--- config.mk ---
export PLATFORM = sky130hd
export DESIGN_NAME = route_table_relax_update
export DESIGN_NICKNAME = d
export VERILOG_FILES = /design/src/rtru_pkg.sv /design/src/route_table_relax_update.sv /design/src/rtru_ram.sv /design/src/rtru_scan.sv
export SDC_FILE = /design/constraint.sdc
export NUM_CORES = 1
export LEC_CHECK = 0
export BUFFER_PORTS_ARGS = -buffer_cell sky130_fd_sc_hd__buf_2
export CAP_MARGIN = 10
export CORE_MARGIN = 4
export CORE_UTILIZATION = 45
export DETAILED_ROUTE_END_ITERATION = 12
export GPL_ROUTABILITY_DRIVEN = 1
export PLACE_DENSITY = 0.6
export SYNTH_ARGS = -nofsm -noshare
export SYNTH_HDL_FRONTEND = slang
export SYNTH_SLANG_ARGS = --single-unit
--- constraint.sdc ---
create_clock -name clk_i -period 5.1 [get_ports clk_i]
set_input_delay 1.02 -clock clk_i [delete_from_list [all_inputs] [get_ports clk_i]]
set_output_delay 1.02 -clock clk_i [all_outputs]
set_load 0.03 [all_outputs]
--- src/rtru_pkg.sv ---
package rtru_pkg;

  // Field widths
  localparam int unsigned ADDR_W      = 16;
  localparam int unsigned COST_W      = 16;
  localparam int unsigned COUNT_OUT_W = 6;
  localparam int unsigned STATUS_W    = 3;

  // Default table size
  localparam int unsigned TABLE_DEPTH_DEF = 32;

  // Saturation value for path costs
  localparam logic [COST_W-1:0] COST_MAX = {COST_W{1'b1}};

  // APB register map
  localparam int unsigned APB_AW = 3;
  localparam int unsigned APB_DW = 32;
  localparam logic [APB_AW-3:0] REG_OWN_ADDR = '0;

  // Request actions
  localparam logic ACT_NEIGHBOR = 1'b0;
  localparam logic ACT_ADVERT   = 1'b1;

  typedef enum logic [STATUS_W-1:0] {
    STATUS_SELF      = 3'd0,
    STATUS_INSERTED  = 3'd1,
    STATUS_IMPROVED  = 3'd2,
    STATUS_UNCHANGED = 3'd3,
    STATUS_FULL      = 3'd4,
    STATUS_NOVIA     = 3'd5
  } status_e;

  typedef enum logic [2:0] {
    ST_IDLE,
    ST_VIA_SCAN,
    ST_DEST_SCAN,
    ST_RESULT
  } state_e;

  // One table entry as held in memory
  typedef struct packed {
    logic [ADDR_W-1:0] dest;
    logic [ADDR_W-1:0] via;
    logic [COST_W-1:0] cost;
  } entry_t;

  // Outcome of a table search
  typedef struct packed {
    logic done;
    logic found;
  } scan_res_t;

endpackage

--- src/route_table_relax_update.sv ---
// Routing table relaxation engine. Requests are taken one at a time: a request
// for another node runs a linear search of the table memory for the via node
// (advertised requests via another node only) and then for the destination,
// one entry read per cycle through the single read port of the table memory.
// The result is presented in the same cycle in which the next request can be
// taken. The finished result sits in an output register, and the next request
// is accepted while it waits; a further result holds the sequencer until the
// waiting one is taken. The table needs no clearing after reset: only entries
// below the fill count are ever searched.
// own_address lies at APB byte address 0.
module route_table_relax_update #(
  parameter int unsigned TABLE_DEPTH = rtru_pkg::TABLE_DEPTH_DEF
) (
  input  logic                                 clk_i,
  input  logic                                 rst_ni,
  // APB configuration port
  input  logic                                 psel,
  input  logic                                 penable,
  input  logic                                 pwrite,
  input  logic [rtru_pkg::APB_AW-1:0]          paddr,
  input  logic [rtru_pkg::APB_DW-1:0]          pwdata,
  output logic [rtru_pkg::APB_DW-1:0]          prdata,
  output logic                                 pready,
  // Request channel
  input  logic                                 in_valid_i,
  output logic                                 in_stall_o,
  input  logic                                 action_i,
  input  logic [rtru_pkg::ADDR_W-1:0]          dest_address_i,
  input  logic [rtru_pkg::ADDR_W-1:0]          via_address_i,
  input  logic [rtru_pkg::COST_W-1:0]          entry_cost_i,
  input  logic                                 last_in_advert_i,
  // Result channel
  output logic                                 out_valid_o,
  input  logic                                 out_stall_i,
  output logic [rtru_pkg::STATUS_W-1:0]        status_o,
  output logic [rtru_pkg::COST_W-1:0]          path_cost_o,
  output logic [rtru_pkg::COUNT_OUT_W-1:0]     table_count_o,
  output logic                                 last_done_o
);

  localparam int unsigned AW = $clog2(TABLE_DEPTH);
  localparam int unsigned CW = $clog2(TABLE_DEPTH + 1);
  localparam int unsigned EW = $bits(rtru_pkg::entry_t);

  rtru_pkg::state_e            state_q, state_d;
  logic [rtru_pkg::ADDR_W-1:0] own_q;
  logic [CW-1:0]               count_q, count_d;

  // Held request
  logic [rtru_pkg::ADDR_W-1:0] dest_q, dest_d;
  logic [rtru_pkg::ADDR_W-1:0] via_q, via_d;
  logic [rtru_pkg::COST_W-1:0] cost_q, cost_d;
  logic                        last_q, last_d;

  // Pending result
  rtru_pkg::status_e           res_status_q, res_status_d;
  logic [rtru_pkg::COST_W-1:0] res_cost_q, res_cost_d;

  // Output register
  logic                           out_valid_q, out_valid_d;
  logic [rtru_pkg::STATUS_W-1:0]  out_status_q, out_status_d;
  logic [rtru_pkg::COST_W-1:0]    out_cost_q, out_cost_d;
  logic [rtru_pkg::COUNT_OUT_W-1:0] out_count_q, out_count_d;
  logic                           out_last_q, out_last_d;

  // Memory and search
  logic                        ram_we;
  logic [AW-1:0]               ram_waddr;
  rtru_pkg::entry_t            ram_wentry;
  logic                        ram_re;
  logic [AW-1:0]               ram_raddr;
  logic [EW-1:0]               ram_rdata;
  rtru_pkg::entry_t            rd_entry;
  logic                        scan_start;
  logic [rtru_pkg::ADDR_W-1:0] scan_key;
  rtru_pkg::scan_res_t         scan_res;
  logic [AW-1:0]               hit_idx;

  logic                        in_accept;
  logic                        out_load;
  logic [rtru_pkg::COST_W:0]   sum_wide;
  logic [rtru_pkg::COST_W-1:0] sum_sat;
  logic                        cfg_write;

  rtru_ram #(
    .WIDTH (EW),
    .DEPTH (TABLE_DEPTH)
  ) u_table (
    .clk_i   (clk_i),
    .we_i    (ram_we),
    .waddr_i (ram_waddr),
    .wdata_i (ram_wentry),
    .re_i    (ram_re),
    .raddr_i (ram_raddr),
    .rdata_o (ram_rdata)
  );

  rtru_scan #(
    .TABLE_DEPTH (TABLE_DEPTH)
  ) u_scan (
    .clk_i     (clk_i),
    .rst_ni    (rst_ni),
    .start_i   (scan_start),
    .key_i     (scan_key),
    .count_i   (count_q),
    .rd_en_o   (ram_re),
    .rd_addr_o (ram_raddr),
    .rd_dest_i (rd_entry.dest),
    .res_o     (scan_res),
    .hit_idx_o (hit_idx)
  );

  assign rd_entry = rtru_pkg::entry_t'(ram_rdata);

  // Configuration register
  assign pready    = 1'b1;
  assign cfg_write = psel && penable && pwrite
                     && (paddr[rtru_pkg::APB_AW-1:2] == rtru_pkg::REG_OWN_ADDR);
  assign prdata    = (paddr[rtru_pkg::APB_AW-1:2] == rtru_pkg::REG_OWN_ADDR)
                     ? rtru_pkg::APB_DW'(own_q) : '0;

  always_ff @(posedge clk_i or negedge rst_ni) begin
    if (!rst_ni) begin
      own_q <= '0;
    end else if (cfg_write) begin
      own_q <= pwdata[rtru_pkg::ADDR_W-1:0];
    end
  end

  assign in_stall_o = (state_q != rtru_pkg::ST_IDLE);
  assign in_accept  = in_valid_i && !in_stall_o;

  // Saturating add of the advertised cost and the via entry's cost
  assign sum_wide = {1'b0, cost_q} + {1'b0, rd_entry.cost};
  assign sum_sat  = sum_wide[rtru_pkg::COST_W] ? rtru_pkg::COST_MAX
                                               : sum_wide[rtru_pkg::COST_W-1:0];

  // Sequencer: via search, destination search, table update, result
  always_comb begin
    state_d      = state_q;
    count_d      = count_q;
    dest_d       = dest_q;
    via_d        = via_q;
    cost_d       = cost_q;
    last_d       = last_q;
    res_status_d = res_status_q;
    res_cost_d   = res_cost_q;
    scan_start   = 1'b0;
    scan_key     = dest_q;
    ram_we       = 1'b0;
    ram_waddr    = count_q[AW-1:0];
    ram_wentry   = '{dest: dest_q, via: via_q, cost: cost_q};
    out_load     = 1'b0;

    unique case (state_q)
      rtru_pkg::ST_IDLE: begin
        if (in_accept) begin
          dest_d = dest_address_i;
          via_d  = (action_i == rtru_pkg::ACT_ADVERT) ? via_address_i : own_q;
          cost_d = entry_cost_i;
          last_d = last_in_advert_i;
          if (dest_address_i == own_q) begin
            res_status_d = rtru_pkg::STATUS_SELF;
            res_cost_d   = '0;
            state_d      = rtru_pkg::ST_RESULT;
          end else if ((action_i == rtru_pkg::ACT_ADVERT) && (via_address_i != own_q)) begin
            scan_start = 1'b1;
            scan_key   = via_address_i;
            state_d    = rtru_pkg::ST_VIA_SCAN;
          end else begin
            scan_start = 1'b1;
            scan_key   = dest_address_i;
            state_d    = rtru_pkg::ST_DEST_SCAN;
          end
        end
      end

      rtru_pkg::ST_VIA_SCAN: begin
        if (scan_res.done) begin
          if (!scan_res.found) begin
            res_status_d = rtru_pkg::STATUS_NOVIA;
            res_cost_d   = '0;
            state_d      = rtru_pkg::ST_RESULT;
          end else begin
            cost_d     = sum_sat;
            scan_start = 1'b1;
            scan_key   = dest_q;
            state_d    = rtru_pkg::ST_DEST_SCAN;
          end
        end
      end

      rtru_pkg::ST_DEST_SCAN: begin
        if (scan_res.done) begin
          res_cost_d = cost_q;
          state_d    = rtru_pkg::ST_RESULT;
          if (!scan_res.found) begin
            if (count_q >= CW'(TABLE_DEPTH)) begin
              res_status_d = rtru_pkg::STATUS_FULL;
            end else begin
              ram_we       = 1'b1;
              count_d      = count_q + 1'b1;
              res_status_d = rtru_pkg::STATUS_INSERTED;
            end
          end else if (cost_q < rd_entry.cost) begin
            ram_we       = 1'b1;
            ram_waddr    = hit_idx;
            res_status_d = rtru_pkg::STATUS_IMPROVED;
          end else begin
            res_status_d = rtru_pkg::STATUS_UNCHANGED;
          end
        end
      end

      rtru_pkg::ST_RESULT: begin
        if (!out_valid_q || !out_stall_i) begin
          out_load = 1'b1;
          state_d  = rtru_pkg::ST_IDLE;
        end
      end

      default: begin
        state_d = rtru_pkg::ST_IDLE;
      end
    endcase
  end

  // Output register: load a finished result, drop it once taken
  always_comb begin
    out_valid_d  = out_valid_q;
    out_status_d = out_status_q;
    out_cost_d   = out_cost_q;
    out_count_d  = out_count_q;
    out_last_d   = out_last_q;
    if (out_load) begin
      out_valid_d  = 1'b1;
      out_status_d = res_status_q;
      out_cost_d   = res_cost_q;
      out_count_d  = rtru_pkg::COUNT_OUT_W'(count_q);
      out_last_d   = last_q;
    end else if (out_valid_q && !out_stall_i) begin
      out_valid_d = 1'b0;
    end
  end

  always_ff @(posedge clk_i or negedge rst_ni) begin
    if (!rst_ni) begin
      state_q     <= rtru_pkg::ST_IDLE;
      count_q     <= '0;
      out_valid_q <= 1'b0;
    end else begin
      state_q     <= state_d;
      count_q     <= count_d;
      out_valid_q <= out_valid_d;
    end
  end

  always_ff @(posedge clk_i) begin
    dest_q       <= dest_d;
    via_q        <= via_d;
    cost_q       <= cost_d;
    last_q       <= last_d;
    res_status_q <= res_status_d;
    res_cost_q   <= res_cost_d;
    out_status_q <= out_status_d;
    out_cost_q   <= out_cost_d;
    out_count_q  <= out_count_d;
    out_last_q   <= out_last_d;
  end

  assign out_valid_o   = out_valid_q;
  assign status_o      = out_status_q;
  assign path_cost_o   = out_cost_q;
  assign table_count_o = out_count_q;
  assign last_done_o   = out_last_q;

`ifndef SYNTH
  a_count_bound: assert property (@(posedge clk_i) disable iff (!rst_ni)
    count_q <= CW'(TABLE_DEPTH))
    else $error("table fill count above depth");

  a_no_rw_overlap: assert property (@(posedge clk_i) disable iff (!rst_ni)
    !(ram_we && ram_re))
    else $error("table write during a search read");

  a_scan_done_state: assert property (@(posedge clk_i) disable iff (!rst_ni)
    scan_res.done |-> (state_q == rtru_pkg::ST_VIA_SCAN ||
                       state_q == rtru_pkg::ST_DEST_SCAN))
    else $error("search finished outside a search state");

  a_load_free: assert property (@(posedge clk_i) disable iff (!rst_ni)
    out_load |=> out_valid_q)
    else $error("loaded result not presented");
`endif

endmodule

--- src/rtru_ram.sv ---
module rtru_ram #(
  parameter int unsigned WIDTH = 48,
  parameter int unsigned DEPTH = 32
) (
  input  logic                     clk_i,
  input  logic                     we_i,
  input  logic [$clog2(DEPTH)-1:0] waddr_i,
  input  logic [WIDTH-1:0]         wdata_i,
  input  logic                     re_i,
  input  logic [$clog2(DEPTH)-1:0] raddr_i,
  output logic [WIDTH-1:0]         rdata_o
);

  logic [WIDTH-1:0] mem_q [DEPTH];
  logic [WIDTH-1:0] rdata_q;

  // Write one entry, read one entry with registered data
  always_ff @(posedge clk_i) begin
    if (we_i) begin
      mem_q[waddr_i] <= wdata_i;
    end
    if (re_i) begin
      rdata_q <= mem_q[raddr_i];
    end
  end

  assign rdata_o = rdata_q;

endmodule

--- src/rtru_scan.sv ---
module rtru_scan #(
  parameter int unsigned TABLE_DEPTH = rtru_pkg::TABLE_DEPTH_DEF
) (
  input  logic                                 clk_i,
  input  logic                                 rst_ni,
  input  logic                                 start_i,
  input  logic [rtru_pkg::ADDR_W-1:0]          key_i,
  input  logic [$clog2(TABLE_DEPTH+1)-1:0]     count_i,
  output logic                                 rd_en_o,
  output logic [$clog2(TABLE_DEPTH)-1:0]       rd_addr_o,
  input  logic [rtru_pkg::ADDR_W-1:0]          rd_dest_i,
  output rtru_pkg::scan_res_t                  res_o,
  output logic [$clog2(TABLE_DEPTH)-1:0]       hit_idx_o
);

  localparam int unsigned AW = $clog2(TABLE_DEPTH);
  localparam int unsigned CW = $clog2(TABLE_DEPTH + 1);

  logic                        busy_q, busy_d;
  logic                        pend_q, pend_d;
  logic [CW-1:0]               issue_q, issue_d;
  logic [AW-1:0]               pend_idx_q, pend_idx_d;
  logic [rtru_pkg::ADDR_W-1:0] key_q, key_d;

  // Step through the valid entries, one read in flight, stop on first match
  always_comb begin
    res_o      = '0;
    rd_en_o    = 1'b0;
    busy_d     = busy_q;
    pend_d     = pend_q;
    issue_d    = issue_q;
    pend_idx_d = pend_idx_q;
    key_d      = key_q;
    if (busy_q) begin
      if (pend_q && (rd_dest_i == key_q)) begin
        res_o.done  = 1'b1;
        res_o.found = 1'b1;
        busy_d      = 1'b0;
        pend_d      = 1'b0;
      end else if (issue_q < count_i) begin
        rd_en_o    = 1'b1;
        pend_d     = 1'b1;
        pend_idx_d = issue_q[AW-1:0];
        issue_d    = issue_q + 1'b1;
      end else if (!pend_q) begin
        res_o.done = 1'b1;
        busy_d     = 1'b0;
      end else begin
        pend_d = 1'b0;
      end
    end
    // Launch a new search
    if (start_i) begin
      rd_en_o = 1'b0;
      busy_d  = 1'b1;
      pend_d  = 1'b0;
      issue_d = '0;
      key_d   = key_i;
    end
  end

  always_ff @(posedge clk_i or negedge rst_ni) begin
    if (!rst_ni) begin
      busy_q <= 1'b0;
      pend_q <= 1'b0;
    end else begin
      busy_q <= busy_d;
      pend_q <= pend_d;
    end
  end

  always_ff @(posedge clk_i) begin
    issue_q    <= issue_d;
    pend_idx_q <= pend_idx_d;
    key_q      <= key_d;
  end

  assign rd_addr_o = issue_q[AW-1:0];
  assign hit_idx_o = pend_idx_q;

endmodule

==> results.txt, run 1 <==
----------------------------------------------------
[Power]
  Reported leakage power ... 17.1 nW
  Total power after layout ... 27.2 mW
  Power share of the sequential group ... 46.3%
  Fraction of power consumed by combinational cells ... 22.0%
  Power Density ... 503 nW/um^2
  Proportion of total power due to net switching ... 27.6%
  Share of power burned in the clock network ... 31.7%
  Switching power of the nets ... 7.49 mW
  Total internal power ... 19.7 mW
  Worst vdd ir ... 0.000547 V

[GRT]
  Antenna violations before repair ... 2
  Global-route wire length before repair ... 160,000 um
  Final global-route overflow total ... 0
  Via count of the first global-routing pass ... 23,400
  Aggregate global-route resource usage ... 19.6%
  Largest net degree at the start of global routing ... 100

[CTS]
  Count of clock tree sinks ... 1,188
  Worst-case clock buffer depth ... 3
  Clock tree from TritonCTS ... built
  Worst skew pair latency ... 700 ps
  Clock-pin slew on the worst setup and hold paths ... 60 ps
  CTS H-tree depth ... 3
  Buffers inserted during post-CTS setup optimization ... 0
  Count of hold-fix buffers inserted at cts ... 0
  Root Buffer Master ... sky130_fd_sc_hd__clkbuf_16
  Number of gates resized after CTS ... 0
  Number of buffers added by the clock tree synthesis step ... 119

[Final layout]
  Total Nets Final ... 2,550
  Proportion of layout cells with a drive suffix above 1 ... 32.4%
  Seq. cell area ... 35,500 sq um
  Antenna fix cells ... 0
  Area taken by multi-input logic gates ... 11,300 sq um
  Fillers ... 8,070
  Area growth from synthesis to final layout ... 14.5%
  Cell Count, Final, Fillers Out ... 3,890

[Logic synthesis]
  Post-synthesis mux area share ... 17.0%
  Synth warnings ... 0
  Combinational family with the most area after synthesis ... multiplexers
  Average cell area after synthesis ... 21.7 sq um
  Number of instances in the synthesized netlist ... 2,177
  Fraction of the mapped netlist area in adder cells ... 1.21%
  Count of different cell masters after synthesis ... 66
  Ys async rst share ... 2.27%
  Netlist area before placement ... 47,200 sq um
  Area share of xor/xnor cells in the synthesized design ... 1.23%
  Number of enable-type register cells in the synthesized netlist ... 1,155
  Simple-gate area share of the yosys netlist ... 2.24%
  Compound-gate portion of the synthesized area ... 1.49%
  Post-synth top flop ... sky130_fd_sc_hd__edfxtp_1
  FF+latch count, synth ... 1,188
  Sequential cell area fraction in the yosys report ... 75.2%

[STA]
  Upper clock frequency limit ... 235 MHz
  Final Hold Fails ... 0
  Final max-slew violation count ... 0
  Share of the clock period used by the worst path after layout ... 83.5%
  Setup repair after global routing missed its margin ... false
  Final sum of negative setup slack ... 0 ps
  Period minus WS final ... 4260 ps
  Worst-margin pin slew ... 1080 ps
  Final number of setup-violating endpoints ... 0
  Crit path setup slack, layout ... 844 ps
  Clock skew ... 35.5 ps
  Relative slew margins ... 26.2%

[Run status]
  Result of the run ... complete, no violations

[Die]
  DIE AREA ... 110,000 sq um
  Initial standard-cell utilization of the core ... 45.4%
  Chip width ... 332 um
  Total core area ... 104,000 sq um
  Count of boundary I/O pins ... 153
  Overall die height ... 332 um
  Std cell rows ... 118

[Route]
  Via count ... 22,500
  Number of design-rule violations left by the first detailed-router iteration ... 2,039
  Number of iterations in the first detailed-routing pass ... 5
  Routed length per placed instance ... 27.9 um
  Residual DRC ... 0
  Routed WL ... 109,000 um
  Vias per Instance ... 5.79
  Antenna-violating nets left ... 0

[Place]
  Placed cell count ... 3,672
  Half-perimeter wire length of the detailed placement result ... 60,600 um
  Post-placement setup slack ... 946 ps
  Port Buffers ... 117
  Gpl congestion ... 0.889

[Worst hold path]
  Classification of the worst-slack hold path ... primary input to asynchronous set/reset pin

[Setup path]
  Arrival time reported for the critical path endpoint ... 4640 ps
  Crit Path Category ... register to register
  Endpoint type of the worst setup path ... register
  Peak fanout along the critical path ... 20
  CP startpoint kind ... register
  Worst Path Required ... 5480 ps

[Job]
  Max_cap viols ... 0

----------------------------------------------------
[area by class of cell]
| type | count | share of cell area (%) |
|---|---|---|
| sequential | 1188 | 65.7 |
| multi-input combinational | 845 | 20.9 |
| clock buffer | 149 | 5.72 |
| tap | 1380 | 3.20 |
| timing repair buffer | 213 | 2.67 |
| clock inverter | 69 | 1.45 |
| inverter | 46 | 0.320 |
[kinds of logic after synthesis]
logic type	Yosys count
other cells	2
xor+xnor	66
mux	395
compound gates	105
flops	1188
buf+inv	159
simple gates	217
fa+ha+maj	45
[worst paths after layout]
| kind | startpoint | cells after the start | slack [ps] | endpoint |
|---|---|---|---|---|
| setup reg to reg | u_scan.key_q[15] | 9 | 840 | u_table.mem_q[15][14] |
| hold reg to reg | res_cost_q[11] | 0 | 410 | path_cost_o[11] |
| min in group clk_i | res_cost_q[11] | 0 | 410 | path_cost_o[11] |
| max in group asynchronous | rst_ni | 1 | 4200 | own_q[13] |
| setup / recovery | u_scan.key_q[15] | 9 | 840 | u_table.mem_q[15][14] |
| hold / removal | rst_ni | 1 | 380 | u_scan.busy_q |
[layer usage]
| layer | vias up | global-route usage (%) | wire [um] |
|---|---|---|---|
| met1 | 12200 | 27.1 | 45100 |
| met3 | 141 | 3.69 | 7000 |
| met4 | 0 | 4.18 | 1900 |
| met5 | - | 0 | 0 |
| li1 | 9440 | - | - |
| met2 | 709 | 33.0 | 54600 |
[critical path: stages, from the launching register on]
cell                       delay (ps)
sky130_fd_sc_hd__edfxtp_1         380
sky130_fd_sc_hd__xor2_1           180
sky130_fd_sc_hd__nor4_1           780
sky130_fd_sc_hd__nand3_1          240
sky130_fd_sc_hd__or3_1            560
sky130_fd_sc_hd__nor3b_4          220
sky130_fd_sc_hd__buf_4            260
sky130_fd_sc_hd__mux2i_1          910
sky130_fd_sc_hd__nor2_4            50
sky130_fd_sc_hd__buf_4            300
[power groups by stage]
stage,clock network [mW],logic (mW),registers (mW)
2_1_floorplan,0,4.00,13.0
5_1_grt,9.22,6.48,12.7
3_3_place_gp,0,5.94,12.7
4_1_cts,8.80,6.08,12.6
6_report,8.60,5.98,12.6
3_5_place_dp,0,6.05,12.8
[state kept, by name, summed over array words and instances (netlist names), 2 cells and up]
signal,count
cost_q,16
count_q,6
dest_q,16
own_q,16
path_cost_o,16
res_cost_q,16
res_status_q,3
state_q,2
status_o,3
table_count_o,6
u_scan.hit_idx_o,5
u_scan.issue_q,6
u_scan.key_q,16
u_table.mem_q,1024
u_table.rdata_o,32
[metrics by stage]
stage | util [%] | hold slack [ps] | area [sq um]
6_report | 52.0 | 383 | 54000
5_1_grt | 52.0 | 400 | 54000
4_1_cts | 52.0 | 360 | 54000
3_5_place_dp | 48.3 | 405 | 50100
3_3_place_gp | 48.3 | 401 | 50100
2_1_floorplan | - | 400 | 47200
[synth_stat cells (4+ instances only)]
library cell | instances | area, sq um
sky130_fd_sc_hd__nor4_1 | 9 | 56.3
sky130_fd_sc_hd__nand2_1 | 22 | 82.6
sky130_fd_sc_hd__nor3_1 | 13 | 65.1
sky130_fd_sc_hd__buf_2 | 27 | 135
sky130_fd_sc_hd__o21ai_0 | 12 | 60.1
sky130_fd_sc_hd__nor3b_1 | 6 | 45.0
sky130_fd_sc_hd__a31oi_1 | 4 | 25.0
sky130_fd_sc_hd__ha_1 | 44 | 551
sky130_fd_sc_hd__dfxtp_1 | 6 | 120
sky130_fd_sc_hd__o21bai_1 | 5 | 37.5
sky130_fd_sc_hd__inv_1 | 45 | 169
sky130_fd_sc_hd__edfxtp_1 | 1155 | 34700
sky130_fd_sc_hd__a21oi_1 | 49 | 245
sky130_fd_sc_hd__mux4_2 | 320 | 7210
sky130_fd_sc_hd__and2_1 | 15 | 93.8
sky130_fd_sc_hd__buf_1 | 9 | 33.8
sky130_fd_sc_hd__clkbuf_1 | 57 | 214
sky130_fd_sc_hd__o31ai_1 | 4 | 30.0
sky130_fd_sc_hd__mux2_2 | 49 | 552
sky130_fd_sc_hd__dfrtp_1 | 27 | 676
sky130_fd_sc_hd__nand4_1 | 7 | 43.8
sky130_fd_sc_hd__buf_4 | 18 | 135
sky130_fd_sc_hd__nor2b_1 | 22 | 138
sky130_fd_sc_hd__xnor2_1 | 32 | 280
sky130_fd_sc_hd__nand2b_1 | 5 | 31.3
sky130_fd_sc_hd__a22oi_1 | 4 | 30.0
sky130_fd_sc_hd__mux2i_1 | 23 | 230
sky130_fd_sc_hd__nand3_1 | 8 | 40.0
sky130_fd_sc_hd__nor2_1 | 98 | 368
sky130_fd_sc_hd__xor2_1 | 34 | 298
[placed cells by master (no fill, tap or decap), types with 32 or more instances in the layout]
master / n
sky130_fd_sc_hd__nor2_4: 33
sky130_fd_sc_hd__a21oi_1: 49
sky130_fd_sc_hd__ha_1: 44
sky130_fd_sc_hd__buf_2: 117
sky130_fd_sc_hd__nor2_1: 63
sky130_fd_sc_hd__inv_1: 45
sky130_fd_sc_hd__mux2_2: 49
sky130_fd_sc_hd__clkbuf_16: 119
sky130_fd_sc_hd__mux4_2: 320
sky130_fd_sc_hd__buf_4: 85
sky130_fd_sc_hd__xnor2_1: 32
sky130_fd_sc_hd__edfxtp_1: 1155
sky130_fd_sc_hd__xor2_1: 34
(Power assumes the default switching activity.)
==> run 2, diff against run 1 <==
==> constraint.sdc (replaced) <==
create_clock -name clk_i -period 4 [get_ports clk_i]
set_input_delay 0.8 -clock clk_i [delete_from_list [all_inputs] [get_ports clk_i]]
set_output_delay 0.8 -clock clk_i [all_outputs]
set_load 0.03 [all_outputs]
==> run 2 against run 1 <==
Non-clock buffer count rose by 11. Design area increased by 0.83%. Maximum frequency increased by 15%. Clock skew grew 2.0 ps. Power is 28% higher. Hold slack worse by 210 ps. Global-route usage is 0.40 points lower. Critical path type unchanged. Largest power group unchanged. Highest routed layer unchanged.
==> results.txt, run 2 (synthesis results as in run 1) <==
----------------------------------------------------
[CTS]
  Worst skew pair latency ... 720 ps (was 700 ps)
  CTS H-tree depth ... 3 (unchanged)
  Clock tree from TritonCTS ... built (unchanged)
  Count of clock tree sinks ... 1,188 (unchanged)
  Buffers inserted during post-CTS setup optimization ... 0 (unchanged)
  Root Buffer Master ... sky130_fd_sc_hd__clkbuf_16 (unchanged)
  Number of gates resized after CTS ... 0 (unchanged)
  Count of hold-fix buffers inserted at cts ... 0 (unchanged)
  Number of buffers added by the clock tree synthesis step ... 118 (was 119)
  Clock-pin slew on the worst setup and hold paths ... 60 ps (about the same)
  Worst-case clock buffer depth ... 3 (unchanged)

[STA]
  Crit path setup slack, layout ... 285 ps (was 844 ps)
  Clock skew ... 37.5 ps (was 35.5 ps)
  Final max-slew violation count ... 0 (unchanged)
  Final number of setup-violating endpoints ... 0 (unchanged)
  Setup repair after global routing missed its margin ... false (unchanged)
  Final Hold Fails ... 0 (unchanged)
  Share of the clock period used by the worst path after layout ... 92.9% (was 83.5%)
  Upper clock frequency limit ... 269 MHz (was 235 MHz)
  Worst-margin pin slew ... 1160 ps (was 1080 ps)
  Period minus WS final ... 3710 ps (was 4260 ps)
  Relative slew margins ... 22.9% (was 26.2%)

[Die]
  Std cell rows ... 118 (unchanged)
  Count of boundary I/O pins ... 153 (unchanged)
  Chip width ... 332 um (unchanged)
  DIE AREA ... 110,000 sq um (unchanged)
  Overall die height ... 332 um (unchanged)
  Total core area ... 104,000 sq um (unchanged)
  Initial standard-cell utilization of the core ... 45.4% (unchanged)

[Final layout]
  Cell Count, Final, Fillers Out ... 3,900 (was 3,890)
  Proportion of layout cells with a drive suffix above 1 ... 32.3% (was 32.4%)
  Most common cell after layout, fill and taps aside ... sky130_fd_sc_hd__edfxtp_1 (unchanged)
  Core occupancy in the finished layout ... 52.4% (was 52.0%)
  Max reg flops ... 1,024 (unchanged)
  Top register by number of flip-flops ... u_table.mem_q (unchanged)
  Leading cell types in the layout, fill and taps excluded ... sky130_fd_sc_hd__edfxtp_1 (1,155), sky130_fd_sc_hd__mux4_2 (320), sky130_fd_sc_hd__clkbuf_16 (118), sky130_fd_sc_hd__buf_2 (117), sky130_fd_sc_hd__nor2_1 (63) (was sky130_fd_sc_hd__edfxtp_1 (1,155), sky130_fd_sc_hd__mux4_2 (320), sky130_fd_sc_hd__clkbuf_16 (119), sky130_fd_sc_hd__buf_2 (117), sky130_fd_sc_hd__buf_4 (85))
  Cell area after layout ... 54,400 sq um (was 54,000 sq um)
  Antenna fix cells ... 0 (unchanged)
  Total Nets Final ... 2,560 (was 2,550)
  Area growth from synthesis to final layout ... 15.4% (was 14.5%)

[Setup path]
  Crit path max-delay cell type ... sky130_fd_sc_hd__mux2i_1 (unchanged)
  Crit Path Category ... register to register (unchanged)
  CP startpoint kind ... register (unchanged)
  Peak fanout along the critical path ... 16 (was 20)
  Maximum single-stage delay on the critical path ... 790 ps (was 910 ps)
  Worst Path Required ... 4410 ps (was 5480 ps)
  Chain of cells forming the critical path ... ha_1, nor3_1, o211ai_1, a221o_1, o21ai_0, buf_4, nor3b_4, buf_12, mux2i_1, nor2_4, buf_4 (was xor2_1, nor4_1, nand3_1, or3_1, nor3b_4, buf_4, mux2i_1, nor2_4, buf_4)
  CP most frequent cell ... sky130_fd_sc_hd__buf_4 (unchanged)
  Endpoint type of the worst setup path ... register (unchanged)
  Arrival time reported for the critical path endpoint ... 4130 ps (was 4640 ps)

[Place]
  Half-perimeter wire length of the detailed placement result ... 61,800 um (was 60,600 um)
  Gpl congestion ... 0.911 (was 0.889)
  Post-placement setup slack ... 299 ps (was 946 ps)
  DP Area ... 50,600 sq um (was 50,100 sq um)
  Port Buffers ... 117 (unchanged)
  Placed cell count ... 3,680 (was 3,672)

[Route]
  Number of design-rule violations left by the first detailed-router iteration ... 1,989 (was 2,039)
  Via count ... 22,100 (was 22,500)
  Antenna-violating nets left ... 0 (unchanged)
  Residual DRC ... 0 (unchanged)
  Number of iterations in the first detailed-routing pass ... 7 (was 5)
  Vias per Instance ... 5.67 (was 5.79)
  Routed WL ... 106,000 um (was 109,000 um)
  Routed length per placed instance ... 27.2 um (was 27.9 um)

[GRT]
  Largest net degree at the start of global routing ... 136 (was 100)
  Final global-route overflow total ... 0 (unchanged)
  Antenna violations before repair ... 0 (was 2)
  Global-route wire length before repair ... 157,000 um (was 160,000 um)
  Via count of the first global-routing pass ... 23,300 (was 23,400)
  Aggregate global-route resource usage ... 19.2% (was 19.6%)

[Job]
  Max_cap viols ... 0 (unchanged)

[Run status]
  Result of the run ... complete, no violations (unchanged)

[Worst hold path]
  Classification of the worst-slack hold path ... primary input to asynchronous set/reset pin (unchanged)

[Power]
  Worst vdd ir ... 0.000485 V (was 0.000547 V)
  Reported leakage power ... 17.3 nW (was 17.1 nW)
  Power Density ... 638 nW/um^2 (was 503 nW/um^2)

----------------------------------------------------
run 2: per-stage QoR:
stage               TNS [ps]  total power [mW]  hold slack [ps]
floorplan            -200390              21.6              400
global placement           0              24.1              401
detailed placement         0              24.3              406
CTS                        0              35.1              142
global route               0              36.3              173
finish                     0              34.7              171
run 2: area by class of cell:
cell class	count	area, sq um
fill	8024	49400
timing repair buffer	224	1990
multi-input combinational	845	11300
tap	1380	1730
sequential	1188	35500
inverter	46	173
clock inverter	81	754
clock buffer	136	3020
run 2: where the power goes:
part | leakage [nW] | total [mW] | switching (mW) | internal (mW)
logic | 4.63 | 7.97 | 4.56 | 3.41
clock network | 1.84 | 10.8 | 4.59 | 6.17
registers | 10.8 | 16.0 | 0.595 | 15.4
run 2: worst paths after layout:
path	start	endpoint	slack [ps]	depth (start not counted)
min in group clk_i	last_in_advert_i	last_q	280	1
max in group asynchronous	rst_ni	own_q[9]	3320	1
worst max register to register	cost_q[14]	u_table.mem_q[3][37]	290	11
worst min register to register	res_cost_q[1]	path_cost_o[1]	410	0
worst min-delay path	rst_ni	state_q[0]	170	1
worst max-delay path	cost_q[14]	u_table.mem_q[3][37]	290	11
run 2: layer usage:
metal,share of wire [%],vias to the layer above,track usage (%)
li1,-,9478,-
met1,42,11900,26.2
met2,51,596,32.9
met3,4.3,157,2.77
met4,2.5,0,4.96
met5,0,-,0
run 2: worst max-delay path, delay by kind of cell (launching register included):
family                   cells  cell delay [ps]
AO/OA/AOI/OAI                3              650
adder cells (fa/ha/maj)      1              240
buffers and inverters        3              650
flip-flops                   1              420
multiplexers                 1              790
AND/OR/NAND/NOR              3              650
==> run 3, diff against run 2 <==
--- a/config.mk
+++ b/config.mk
@@ -12,6 +12,7 @@
 export DETAILED_ROUTE_END_ITERATION = 12
 export GPL_ROUTABILITY_DRIVEN = 1
 export PLACE_DENSITY = 0.6
+export REMOVE_ABC_BUFFERS = 1
 export SYNTH_ARGS = -nofsm -noshare
 export SYNTH_HDL_FRONTEND = slang
 export SYNTH_SLANG_ARGS = --single-unit
==> run 3 against run 2 <==
Hold slack improved by 1.4 ps. Sequential cell count did not move. Largest power group unchanged. Worst setup slack got worse by 40 ps. Via count rose by 1.2%. Combinational power rose by 1%. Sequential power barely moved. Clock power barely moved. Sequential share of layout area rose by 0.092 points.
==> results.txt, run 3 (synthesis results as in run 1) <==
----------------------------------------------------
[Final layout]
  Proportion of layout cells with a drive suffix above 1 ... 32.7% (was 32.3%)
  Area taken by multi-input logic gates ... 11,300 sq um (about the same)
  Cell area after layout ... 54,400 sq um (about the same)
  Seq. cell area ... 35,500 sq um (unchanged)
  Leading cell types in the layout, fill and taps excluded ... sky130_fd_sc_hd__edfxtp_1 (1,155), sky130_fd_sc_hd__mux4_2 (320), sky130_fd_sc_hd__clkbuf_16 (117), sky130_fd_sc_hd__buf_2 (117), sky130_fd_sc_hd__buf_4 (84) (was sky130_fd_sc_hd__edfxtp_1 (1,155), sky130_fd_sc_hd__mux4_2 (320), sky130_fd_sc_hd__clkbuf_16 (118), sky130_fd_sc_hd__buf_2 (117), sky130_fd_sc_hd__nor2_1 (63))
  Most common cell after layout, fill and taps aside ... sky130_fd_sc_hd__edfxtp_1 (unchanged)
  Area growth from synthesis to final layout ... 15.3% (was 15.4%)
  Max reg flops ... 1,024 (unchanged)
  Fillers ... 8,022 (was 8,024)
  Total Nets Final ... 2,569 (was 2,560)
  Top register by number of flip-flops ... u_table.mem_q (unchanged)

[STA]
  Period minus WS final ... 3750 ps (was 3710 ps)
  Final number of setup-violating endpoints ... 0 (unchanged)
  Final sum of negative setup slack ... 0 ps (unchanged)
  Worst-margin pin slew ... 1190 ps (was 1160 ps)
  Relative slew margins ... 21.0% (was 22.9%)
  Final Hold Fails ... 0 (unchanged)
  Setup repair after global routing missed its margin ... false (unchanged)
  Share of the clock period used by the worst path after layout ... 93.9% (was 92.9%)
  Upper clock frequency limit ... 266 MHz (was 269 MHz)
  Final max-slew violation count ... 0 (unchanged)
  Clock skew ... 19.1 ps (was 37.5 ps)

[Route]
  Antenna-violating nets left ... 0 (unchanged)
  Vias per Instance ... 5.72 (was 5.67)
  Routed WL ... 113,000 um (was 106,000 um)
  Via count ... 22,400 (was 22,100)
  Residual DRC ... 0 (unchanged)
  Routed length per placed instance ... 28.9 um (was 27.2 um)
  Number of design-rule violations left by the first detailed-router iteration ... 2,185 (was 1,989)
  Number of iterations in the first detailed-routing pass ... 5 (was 7)

[Setup path]
  Crit Path Category ... register to register (unchanged)
  Peak fanout along the critical path ... 15 (was 16)
  CP startpoint kind ... register (unchanged)
  CP most frequent cell ... sky130_fd_sc_hd__buf_4 (unchanged)
  Maximum single-stage delay on the critical path ... 770 ps (was 790 ps)
  Worst Path Required ... 4420 ps (was 4410 ps)
  Endpoint type of the worst setup path ... register (unchanged)
  Crit path max-delay cell type ... sky130_fd_sc_hd__mux2i_1 (unchanged)
  Chain of cells forming the critical path ... ha_1, nor3_1, o211ai_1, a221o_1, o21ai_0, buf_4, nor3b_4, buf_4, mux2i_1, nor2_4, buf_4 (was ha_1, nor3_1, o211ai_1, a221o_1, o21ai_0, buf_4, nor3b_4, buf_12, mux2i_1, nor2_4, buf_4)
  Timing startpoint of the critical path ... cost_q[14] (unchanged)
  Startpoint of the lowest-slack register-to-register path ... cost_q[14] (unchanged)
  Arrival time reported for the critical path endpoint ... 4170 ps (was 4130 ps)

[Die]
  Initial standard-cell utilization of the core ... 45.4% (unchanged)
  DIE AREA ... 110,000 sq um (unchanged)
  Count of boundary I/O pins ... 153 (unchanged)
  Chip width ... 332 um (unchanged)
  Total core area ... 104,000 sq um (unchanged)
  Std cell rows ... 118 (unchanged)
  Overall die height ... 332 um (unchanged)

[Run status]
  Result of the run ... complete, no violations (unchanged)

[CTS]
  CTS H-tree depth ... 3 (unchanged)
  Count of clock tree sinks ... 1,188 (unchanged)
  Root Buffer Master ... sky130_fd_sc_hd__clkbuf_16 (unchanged)
  Number of buffers added by the clock tree synthesis step ... 117 (was 118)
  Count of hold-fix buffers inserted at cts ... 0 (unchanged)
  Clock-pin slew on the worst setup and hold paths ... 60 ps (about the same)
  Worst skew pair latency ... 700 ps (was 720 ps)
  Worst-case clock buffer depth ... 3 (unchanged)
  Clock tree from TritonCTS ... built (unchanged)

[GRT]
  Final global-route overflow total ... 0 (unchanged)
  Aggregate global-route resource usage ... 20.5% (was 19.2%)
  Via count of the first global-routing pass ... 23,300 (about the same)
  Global-route wire length before repair ... 164,000 um (was 157,000 um)
  Largest net degree at the start of global routing ... 153 (was 136)
  Antenna violations before repair ... 3 (was 0)

[Place]
  Port Buffers ... 117 (unchanged)
  Half-perimeter wire length of the detailed placement result ... 66,400 um (was 61,800 um)
  DP Area ... 50,500 sq um (was 50,600 sq um)
  Gpl congestion ... 0.800 (was 0.911)

[Power]
  Reported leakage power ... 17.3 nW (about the same)
  Power Density ... 643 nW/um^2 (was 638 nW/um^2)
  Worst vdd ir ... 0.000457 V (was 0.000485 V)

[Worst hold path]
  Classification of the worst-slack hold path ... primary input to asynchronous set/reset pin (unchanged)

[Job]
  Max_cap viols ... 0 (unchanged)

----------------------------------------------------
## run 3: cell types whose count changed in the layout (fill, tap and decap cells not counted), moves of 2 or more
cell                       previous run  this run
sky130_fd_sc_hd__buf_4               60        84
sky130_fd_sc_hd__clkbuf_1            18        32
sky130_fd_sc_hd__clkinv_1            34        21
sky130_fd_sc_hd__buf_12              44        32
sky130_fd_sc_hd__clkbuf_8             0         7
sky130_fd_sc_hd__clkinv_4             5         0
sky130_fd_sc_hd__clkinv_2            20        24
sky130_fd_sc_hd__buf_16               2         0
## run 3: layout make-up
type / count / area share (%)
Sequential cell: 1188 / 65.3
Multi-Input combinational cell: 845 / 20.8
Clock buffer: 156 / 5.78
Timing Repair Buffer: 234 / 3.44
Tap cell: 1380 / 3.18
Clock inverter: 65 / 1.22
Inverter: 46 / 0.318
Antenna cell: 1 / 0.00460
## run 3: report_power, final
part,internal (mW),switching (mW),leakage [nW]
logic,3.40,4.68,4.64
registers,15.4,0.620,10.8
clock network,6.23,4.59,1.86
total,25.0,9.89,17.3
## run 3: through the flow
step	util, %	setup slack (ps)	hold slack (ps)	std cells	total power [mW]
2_1_floorplan	-	-9710	400	2079	21.3
3_3_place_gp	48.7	320	402	3692	24.3
3_5_place_dp	48.7	238	405	3692	24.5
4_1_cts	52.4	211	140	3913	35.3
5_1_grt	52.4	28.1	191	3914	36.4
6_report	52.4	245	173	3915	34.9
## run 3: worst max-delay path, delay by kind of cell, from the launching register on
family | cells | cell delay, ps
simple gates | 3 | 730
mux | 1 | 770
flops | 1 | 400
compound gates | 3 | 620
buf+inv | 3 | 710
fa+ha+maj | 1 | 220
## run 3: worst paths after layout
path                                         to  slack (ps)  cells after the start
max                        u_table.mem_q[4][12]         250                     11
min                                    own_q[1]         170                      1
max reg2reg                u_table.mem_q[4][12]         250                     11
min reg2reg                      path_cost_o[2]         420                      0
max in group asynchronous            count_q[1]        3310                      1
min in group clk_i                       last_q         290                      1
## run 3: timing repair
action	CTS	global route
buffers inserted	0	0
setup endpoints to repair	0	29
gates resized for setup	0	1
## run 3: per-layer routing
| layer | GRT usage (%) | vias to the layer above | share of wire (%) |
|---|---|---|---|
| li1 | - | 9487 | - |
| met1 | 27.5 | 11900 | 40 |
| met4 | 6.00 | 0 | 3.1 |
| met5 | 0 | - | 0 |
| met3 | 3.81 | 192 | 6.4 |
| met2 | 34.6 | 789 | 50 |
